`config.mk`:
```
export PLATFORM = sky130hd
export DESIGN_NAME = sorted_priority_queue_top_flat
export DESIGN_NICKNAME = d
export VERILOG_FILES = /design/src/design/spq_pkg.sv /design/src/design/spq_if.sv /design/src/design/spq_front.sv /design/src/design/spq_fifo.sv /design/src/design/spq_back.sv /design/src/design/sorted_priority_queue_top.sv /design/src/flat_wrapper.sv
export SDC_FILE = /design/constraint.sdc
export NUM_CORES = 2
export LEC_CHECK = 0
export BUFFER_PORTS_ARGS = -buffer_cell sky130_fd_sc_hd__buf_2
export CORE_MARGIN = 1.5
export CORE_UTILIZATION = 40
export DETAILED_ROUTE_END_ITERATION = 10
export PLACE_DENSITY = 0.56
export SLEW_MARGIN = 20
export SYNTH_ARGS = -nofsm -noshare
export SYNTH_HDL_FRONTEND = slang
export SYNTH_HIERARCHICAL = 1
export SYNTH_SLANG_ARGS = --single-unit
```
`constraint.sdc`:
```
create_clock -name clk -period 7 [get_ports clk]
set_input_delay 0.35 -clock clk [delete_from_list [all_inputs] [get_ports clk]]
set_output_delay 0.35 -clock clk [all_outputs]
set_load 0.03 [all_outputs]
```
`src/design/spq_pkg.sv`:
```
package spq_pkg;

    localparam int CAPACITY_DEF = 16;
    localparam int VAL_W        = 32;
    localparam int PRI_W        = 16;
    localparam int CMD_W        = 2;
    localparam int ST_W         = 2;
    localparam int QDEPTH       = 2;

    typedef enum logic [CMD_W-1:0] {
        CMD_ENQ  = 2'd0,
        CMD_DEQ  = 2'd1,
        CMD_SHOW = 2'd2,
        CMD_NONE = 2'd3
    } cmd_t;

    localparam logic [ST_W-1:0] ST_OK         = 2'd0;
    localparam logic [ST_W-1:0] ST_FULL       = 2'd1;
    localparam logic [ST_W-1:0] ST_EMPTY      = 2'd2;
    localparam logic [ST_W-1:0] ST_SHOW_EMPTY = 2'd3;

    typedef struct packed {
        cmd_t                    cmd;
        logic signed [VAL_W-1:0] value;
        logic signed [PRI_W-1:0] prio;
    } op_t;

endpackage

```
`src/design/spq_if.sv`:
```
interface spq_in_if;
    logic                            valid;
    logic                            ready;
    logic [1:0]                      command;
    logic signed [31:0]              item_value;
    logic signed [15:0]              item_priority;
    modport source (output valid, command, item_value, item_priority, input ready);
    modport sink (input valid, command, item_value, item_priority, output ready);
endinterface

interface spq_out_if;
    logic               valid;
    logic               ready;
    logic [1:0]         status;
    logic signed [31:0] out_value;
    logic signed [15:0] out_priority;
    logic               last;
    modport source (output valid, status, out_value, out_priority, last, input ready);
    modport sink (input valid, status, out_value, out_priority, last, output ready);
endinterface

```
`src/design/spq_front.sv`:
```
module spq_front (
    spq_in_if.sink        in_ch,
    output logic          push,
    output spq_pkg::op_t  push_op,
    input  logic          full
);
    import spq_pkg::*;

    // drop unused command codes here; they cause no word
    assign in_ch.ready = !full;
    assign push = in_ch.valid && !full && (in_ch.command != CMD_NONE);

    always_comb
    begin
        push_op.cmd   = cmd_t'(in_ch.command);
        push_op.value = in_ch.item_value;
        push_op.prio  = in_ch.item_priority;
    end
endmodule

```
`src/design/spq_fifo.sv`:
```
module spq_fifo (
    input  logic          clk,
    input  logic          rst_n,
    input  logic          push,
    input  spq_pkg::op_t  push_op,
    output logic          full,
    output logic          nempty,
    input  logic          pop,
    output spq_pkg::op_t  head_op
);
    import spq_pkg::*;

    op_t  mem_reg [QDEPTH];
    logic wp_reg, rp_reg;
    logic [1:0] cnt_reg;

    assign full    = (cnt_reg == 2'(QDEPTH));
    assign nempty  = (cnt_reg != 2'd0);
    assign head_op = mem_reg[rp_reg];

    always_ff @(posedge clk)
    begin
        if (push)
            mem_reg[wp_reg] <= push_op;
    end

    always_ff @(posedge clk or negedge rst_n)
    begin
        if (!rst_n)
        begin
            wp_reg  <= 1'b0;
            rp_reg  <= 1'b0;
            cnt_reg <= 2'd0;
        end
        else
        begin
            if (push)
                wp_reg <= !wp_reg;
            if (pop)
                rp_reg <= !rp_reg;
            cnt_reg <= cnt_reg + 2'(push) - 2'(pop);
        end
    end
endmodule

```
`src/design/spq_back.sv`:
```
module spq_back #(
    parameter int CAPACITY = spq_pkg::CAPACITY_DEF
) (
    input  logic          clk,
    input  logic          rst_n,
    input  logic          op_valid,
    input  spq_pkg::op_t  op,
    output logic          op_pop,
    spq_out_if.source     out_ch
);
    import spq_pkg::*;
    localparam int CW = $clog2(CAPACITY + 1);
    localparam int IW = $clog2(CAPACITY);

    logic signed [VAL_W-1:0] val_reg [CAPACITY];
    logic signed [PRI_W-1:0] pri_reg [CAPACITY];
    logic [CW-1:0] count_reg, count_next;
    logic          show_reg, show_next;
    logic [CW-1:0] idx_reg, idx_next;

    logic              ov_reg, ov_next;
    logic [ST_W-1:0]   ost_reg, ost_next;
    logic signed [VAL_W-1:0] oval_reg, oval_next;
    logic signed [PRI_W-1:0] opri_reg, opri_next;
    logic              olast_reg, olast_next;

    logic out_free;
    logic [CAPACITY-1:0] gt;
    logic [CAPACITY-1:0] first;
    logic is_full, is_empty, do_op;

    assign out_free = !ov_reg || out_ch.ready;
    assign is_full  = (count_reg == CW'(CAPACITY));
    assign is_empty = (count_reg == '0);
    assign do_op    = op_valid && out_free && !show_reg;
    assign op_pop   = (do_op && !(op.cmd == CMD_SHOW && !is_empty))
                    || (show_reg && out_free && idx_reg + 1'b1 == count_reg);

    // the first cell that is vacant or holds a larger priority takes the new word; cells behind it shift
    always_comb
    begin
        for (int i = 0; i < CAPACITY; i++)
            gt[i] = (CW'(i) >= count_reg) || (pri_reg[i] > op.prio);
        first[0] = gt[0];
        for (int i = 1; i < CAPACITY; i++)
            first[i] = gt[i] && !gt[i-1];
    end

    always_ff @(posedge clk)
    begin
        if (do_op && op.cmd == CMD_ENQ && !is_full)
        begin
            if (first[0])
            begin
                val_reg[0] <= op.value;
                pri_reg[0] <= op.prio;
            end
            for (int i = 1; i < CAPACITY; i++)
            begin
                if (first[i])
                begin
                    val_reg[i] <= op.value;
                    pri_reg[i] <= op.prio;
                end
                else if (gt[i])
                begin
                    val_reg[i] <= val_reg[i-1];
                    pri_reg[i] <= pri_reg[i-1];
                end
            end
        end
        else if (do_op && op.cmd == CMD_DEQ && !is_empty)
        begin
            for (int i = 0; i < CAPACITY - 1; i++)
            begin
                val_reg[i] <= val_reg[i+1];
                pri_reg[i] <= pri_reg[i+1];
            end
        end
    end

    always_comb
    begin
        count_next = count_reg;
        show_next  = show_reg;
        idx_next   = idx_reg;
        ov_next    = ov_reg && !out_ch.ready;
        ost_next   = ost_reg;
        oval_next  = oval_reg;
        opri_next  = opri_reg;
        olast_next = olast_reg;
        if (show_reg && out_free)
        begin
            ov_next    = 1'b1;
            ost_next   = ST_OK;
            oval_next  = val_reg[idx_reg[IW-1:0]];
            opri_next  = pri_reg[idx_reg[IW-1:0]];
            olast_next = (idx_reg + 1'b1 == count_reg);
            idx_next   = idx_reg + 1'b1;
            if (idx_reg + 1'b1 == count_reg)
                show_next = 1'b0;
        end
        else if (do_op)
        begin
            ov_next    = 1'b1;
            ost_next   = ST_OK;
            oval_next  = '0;
            opri_next  = '0;
            olast_next = 1'b1;
            unique case (op.cmd)
                CMD_ENQ:
                begin
                    if (is_full)
                        ost_next = ST_FULL;
                    else
                        count_next = count_reg + 1'b1;
                end
                CMD_DEQ:
                begin
                    if (is_empty)
                        ost_next = ST_EMPTY;
                    else
                    begin
                        oval_next  = val_reg[0];
                        opri_next  = pri_reg[0];
                        count_next = count_reg - 1'b1;
                    end
                end
                CMD_SHOW:
                begin
                    if (is_empty)
                        ost_next = ST_SHOW_EMPTY;
                    else
                    begin
                        // hold off; the walk emits the words
                        ov_next   = 1'b0;
                        show_next = 1'b1;
                        idx_next  = '0;
                    end
                end
                default: ov_next = 1'b0;
            endcase
        end
    end

    always_ff @(posedge clk or negedge rst_n)
    begin
        if (!rst_n)
        begin
            count_reg <= '0;
            show_reg  <= 1'b0;
            idx_reg   <= '0;
            ov_reg    <= 1'b0;
            ost_reg   <= ST_OK;
            oval_reg  <= '0;
            opri_reg  <= '0;
            olast_reg <= 1'b0;
        end
        else
        begin
            count_reg <= count_next;
            show_reg  <= show_next;
            idx_reg   <= idx_next;
            ov_reg    <= ov_next;
            ost_reg   <= ost_next;
            oval_reg  <= oval_next;
            opri_reg  <= opri_next;
            olast_reg <= olast_next;
        end
    end

    assign out_ch.valid        = ov_reg;
    assign out_ch.status       = ost_reg;
    assign out_ch.out_value    = oval_reg;
    assign out_ch.out_priority = opri_reg;
    assign out_ch.last         = olast_reg;
endmodule

```
`src/design/sorted_priority_queue_top.sv`:
```
// Sorted priority queue of up to CAPACITY entries (value, signed priority).
// Input channel in_ch carries command, item_value, item_priority; output
// channel out_ch carries status, out_value, out_priority, last.
// Enqueue inserts behind all entries of lower or equal priority; dequeue
// returns the head; display emits every entry head to tail, last marked.
// Each enqueue or dequeue gives one word; display gives count words, or one
// empty status. Command code 3 is dropped with no word.
// A two-entry command queue parts the input side from the shift-register
// cell array, so input may be taken while results wait.
// A command passes the command queue register and then the output register.
// Enqueue and dequeue sustain one per cycle while out_ch takes the words; a display
// holds the cell array to start the walk and while it emits the words in turn, set by the single read port of the walk.
// Reset empties the queue and command queue; no clearing pass is needed.
// When out_ch stalls, the held word stays and the back end waits; the command
// queue then fills and in_ch.ready drops.
module sorted_priority_queue_top #(
    parameter int CAPACITY = spq_pkg::CAPACITY_DEF
) (
    input logic        clk,
    input logic        rst_n,
    spq_in_if.sink     in_ch,
    spq_out_if.source  out_ch
);
    import spq_pkg::*;

    logic push, full, nempty, pop;
    op_t  push_op, head_op;

    spq_front u_front (
        .in_ch(in_ch), .push(push), .push_op(push_op), .full(full)
    );

    spq_fifo u_fifo (
        .clk(clk), .rst_n(rst_n), .push(push), .push_op(push_op),
        .full(full), .nempty(nempty), .pop(pop), .head_op(head_op)
    );

    spq_back #(.CAPACITY(CAPACITY)) u_back (
        .clk(clk), .rst_n(rst_n), .op_valid(nempty), .op(head_op),
        .op_pop(pop), .out_ch(out_ch)
    );

    a_pop_nonempty: assert property (@(posedge clk) disable iff (!rst_n)
        pop |-> nempty) else $error("pop from empty command queue");
    a_count_range: assert property (@(posedge clk) disable iff (!rst_n)
        u_back.count_reg <= ($clog2(CAPACITY + 1))'(CAPACITY))
        else $error("entry count beyond capacity");
    a_hold: assert property (@(posedge clk) disable iff (!rst_n)
        out_ch.valid && !out_ch.ready |=> out_ch.valid && $stable(out_ch.out_value))
        else $error("result word lost under stall");
endmodule
```
`src/flat_wrapper.sv`:
```
// flat-port wrapper written by rule: the top's interface ports become plain ports
module sorted_priority_queue_top_flat import spq_pkg::*;
#(
    parameter int CAPACITY = spq_pkg::CAPACITY_DEF
)
  (clk, rst_n, in_ch_valid, in_ch_command, in_ch_item_value, in_ch_item_priority, in_ch_ready, out_ch_valid, out_ch_status, out_ch_out_value, out_ch_out_priority, out_ch_last, out_ch_ready);
  spq_in_if in_ch_i ();
  spq_out_if out_ch_i ();
  input logic clk;
  input logic rst_n;
  input wire logic [$bits(in_ch_i.valid)-1:0] in_ch_valid;
  input wire logic [$bits(in_ch_i.command)-1:0] in_ch_command;
  input wire logic [$bits(in_ch_i.item_value)-1:0] in_ch_item_value;
  input wire logic [$bits(in_ch_i.item_priority)-1:0] in_ch_item_priority;
  output wire logic [$bits(in_ch_i.ready)-1:0] in_ch_ready;
  output wire logic [$bits(out_ch_i.valid)-1:0] out_ch_valid;
  output wire logic [$bits(out_ch_i.status)-1:0] out_ch_status;
  output wire logic [$bits(out_ch_i.out_value)-1:0] out_ch_out_value;
  output wire logic [$bits(out_ch_i.out_priority)-1:0] out_ch_out_priority;
  output wire logic [$bits(out_ch_i.last)-1:0] out_ch_last;
  input wire logic [$bits(out_ch_i.ready)-1:0] out_ch_ready;
  assign in_ch_i.valid = in_ch_valid;
  assign in_ch_i.command = in_ch_command;
  assign in_ch_i.item_value = in_ch_item_value;
  assign in_ch_i.item_priority = in_ch_item_priority;
  assign in_ch_ready = in_ch_i.ready;
  assign out_ch_valid = out_ch_i.valid;
  assign out_ch_status = out_ch_i.status;
  assign out_ch_out_value = out_ch_i.out_value;
  assign out_ch_out_priority = out_ch_i.out_priority;
  assign out_ch_last = out_ch_i.last;
  assign out_ch_i.ready = out_ch_ready;
  sorted_priority_queue_top #(.CAPACITY(CAPACITY)) u_core (.clk(clk), .rst_n(rst_n), .in_ch(in_ch_i), .out_ch(out_ch_i));
endmodule
```
==> results.json <==
{
  "status": "finished clean",
  "met2_usage": 0.417,
  "postCtsSetupBuffers": 0,
  "clockBufferDepth": 3,
  "die_y_um": 378,
  "cap_violations": 0,
  "drt_iter0_markers": 5510,
  "seqCellArea_sq_um": 27800,
  "syn_inst": 4616,
  "grt_use_total": 0.277,
  "yosys_warnings": 6,
  "ys_async_sr_fraction": 0.0717,
  "nFillCells": 12594,
  "hpwlAfterDp_mm": 126,
  "fin_crit_sh": 0.799,
  "synth.distinct_cells": 84,
  "synth_top_area_share": 0.464,
  "area_delta_synth_final_pct": 10.9,
  "drcViolationCount": 0,
  "layout_min_cycle_time_ns": 5.59,
  "cts_tree": "yes",
  "initial_utilization": 0.403,
  "worstSkewPairLatency_ns": 0.76,
  "power_leakage_nw": 22.7,
  "grt_overflow": 0,
  "cp.arrival_ns": 6.04,
  "antenna_found_initial": 5,
  "pin_count": 107,
  "ys_seq_area_frac": 0.494,
  "ys_seq_elements": 935,
  "synthTopCellsByCount": "edfxtp_1, nand2_1, mux2i_1",
  "multiInputGateArea_sq_um": 26500,
  "avgSynthCellArea_sq_um": 12.2,
  "postRouteWirelength_mm": 200,
  "route.vias.total": 41538,
  "grt_pass1_vias": 38922,
  "met1_usage": 0.407,
  "busiest_layer": "met2",
  "clock.fmax_mhz": 179,
  "cp_top_family": "compound AO/OA/AOI/OAI gates",
  "grt_max_degree": 153,
  "rsz0062_at_grt": "no",
  "ff2ff_setup_slack_ns": 1.41,
  "crit_path_max_incr_delay_ns": 0.77,
  "cts-resized-gates": 0,
  "place.gp.congestion": 0.922,
  "worstPathCellList": "mux2_4, inv_1, ha_1, a21oi_1, nor2_1, o41ai_1, a211o_1, nand3_1, nor2_2, buf_4, nor2_1, a221o_1",
  "yosys.area.top_type": "edfxtp_1",
  "synth_edf_count": 868,
  "fin_worst_skew_ns": 0.0537,
  "cts_hold_buffers": 51,
  "p_per_area_nw_per_um2": 415,
  "root_buffer": "clkbuf_16",
  "finalHoldViolCount": 0,
  "worstPathRequired_ns": 7.45,
  "critPathKind": "flop to flop",
  "holdCritPathClass": "input pin to flop",
  "routedWlPerCell_um": 30.6,
  "yosysMostFrequentCell": "edfxtp_1",
  "grt_pass1_wl_mm": 288,
  "cp_num_buf_inv": 2,
  "path_common_cell": "nor2_1",
  "setup_viol": 0,
  "worst_slew_pin_slew_ns": 1.12,
  "rows": 137,
  "vias_per_cell": 6.35,
  "ant_nets": 0,
  "clk_pin_slew_ns": 0.06,
  "nNetsFinal": 4884,
  "critical_path.max_fanout": 20,
  "relSlewSlack": 0.255,
  "synth_area_sq_um": 56200,
  "cp-start-kind": "flop",
  "drive_gt1_frac": 0.171,
  "die-area_sq_um": 143000,
  "slew_viol_final": 0,
  "ir_worst_vdd_uv": 255,
  "met3_usage": 0.0479,
  "final_util": 0.447,
  "synth_area_leaders": "edfxtp_1, mux4_2, mux2i_1",
  "syn_nets": 4934,
  "slowest_stage": "nor2_2",
  "p_total_w": 0.0259,
  "die_w_um": 378,
  "drtPass1Iterations": 6,
  "h-tree-depth": 3,
  "tns_ns": 0,
  "endpoint_kind": "flop",
  "design.core.area_sq_um": 139000,
  "numCtsBuffers": 106,
  "io_buffers": 106,
  "largest_reg_flops": 512,
  "cts_sinks": 935,
  "synthFlopType": "edfxtp_1"
}
## cells by family after synthesis
group                      synth area share
and+or+nand+nor                      0.0917
buffers and inverters                0.0401
xor gates and xnor gates            0.00307
muxes                                 0.196
AOI/OAI and AO/OA                     0.117
adders and majority gates            0.0588
DFF                                   0.494
## layer usage
metal | routed length [um] | part of all wire
met1 | 87500 | 0.44
met2 | 88600 | 0.44
met3 | 18500 | 0.093
met4 | 5220 | 0.026
met5 | 38 | 0.00019
## through the flow
stage / std cells / hold WS (ns) / setup WS, ns / area (sq um)
after floorplan: 4616 / 0.0544 / 0.348 / 56200
after global placement: 6282 / 0.475 / 1.71 / 58200
after detailed placement: 6283 / 0.482 / 1.64 / 58200
after CTS: 6533 / 0.00234 / 1.62 / 62300
after global routing: 6533 / 0.0547 / 1.29 / 62300
final: 6537 / 0.0437 / 1.41 / 62300
## where the power goes
part	switching, W	leakage [nW]	total, W	internal [W]
clock network	0.00246	1.72	0.00577	0.00330
logic	0.00700	12.3	0.0118	0.00482
registers	0.000866	8.75	0.00828	0.00741
## tightest hold or removal path: stages
cell	delay [ns]
buf_2	0.07
and3_1	0.24
xor2_1	0.09
## layout make-up
| class | count | area share |
|---|---|---|
| clock buffer | 145 | 0.0470 |
| tap | 1876 | 0.0377 |
| timing repair buffer | 261 | 0.0322 |
| sequential | 935 | 0.446 |
| inverter | 47 | 0.00283 |
| clock inverter | 54 | 0.00966 |
| antenna | 4 | 0.000161 |
| multi-input combinational | 3215 | 0.425 |
## layout by cell type (no fill, tap or decap), types with 8 or more instances in the layout
cell	instances
o211ai_1	12
clkbuf_16	106
nand3_1	26
nand2_1	713
a32oi_1	47
bufinv_16	10
xor2_1	8
nor4_1	8
inv_1	46
and4_1	11
nor2b_1	19
clkbuf_1	26
buf_12	14
nor3_1	10
buf_4	90
clkinv_2	17
mux2_4	67
a21oi_1	145
a221o_1	251
dlygate4sd3_1	51
nand2b_1	9
mux4_2	240
nor2_1	329
ha_1	264
xnor2_1	9
o21ai_1	42
nand4_1	41
clkinv_1	16
mux2i_1	368
edfxtp_1	868
mux2_2	57
a21o_1	34
clkbuf_8	13
buf_2	105
o21ai_0	320
dfrtp_1	62
o21a_1	12
mux2_1	22
## path summary, 6_finish.rpt
check,from,endpoint,cells past startpoint
max,u_core/u_fifo/rp_reg,u_core/u_back/pri_reg[3][11],12
min,in_ch_valid,u_core/u_fifo/wp_reg,3
max reg2reg,u_core/u_fifo/rp_reg,u_core/u_back/pri_reg[3][11],12
min reg2reg,u_core/u_back/out_ch.status[0],u_core/u_back/out_ch.status[0],2
max in group asynchronous,rst_n,u_core/u_back/idx_reg[2],3
min in group asynchronous,rst_n,u_core/u_back/out_ch.out_priority[14],2
(Power assumes the default switching activity.)
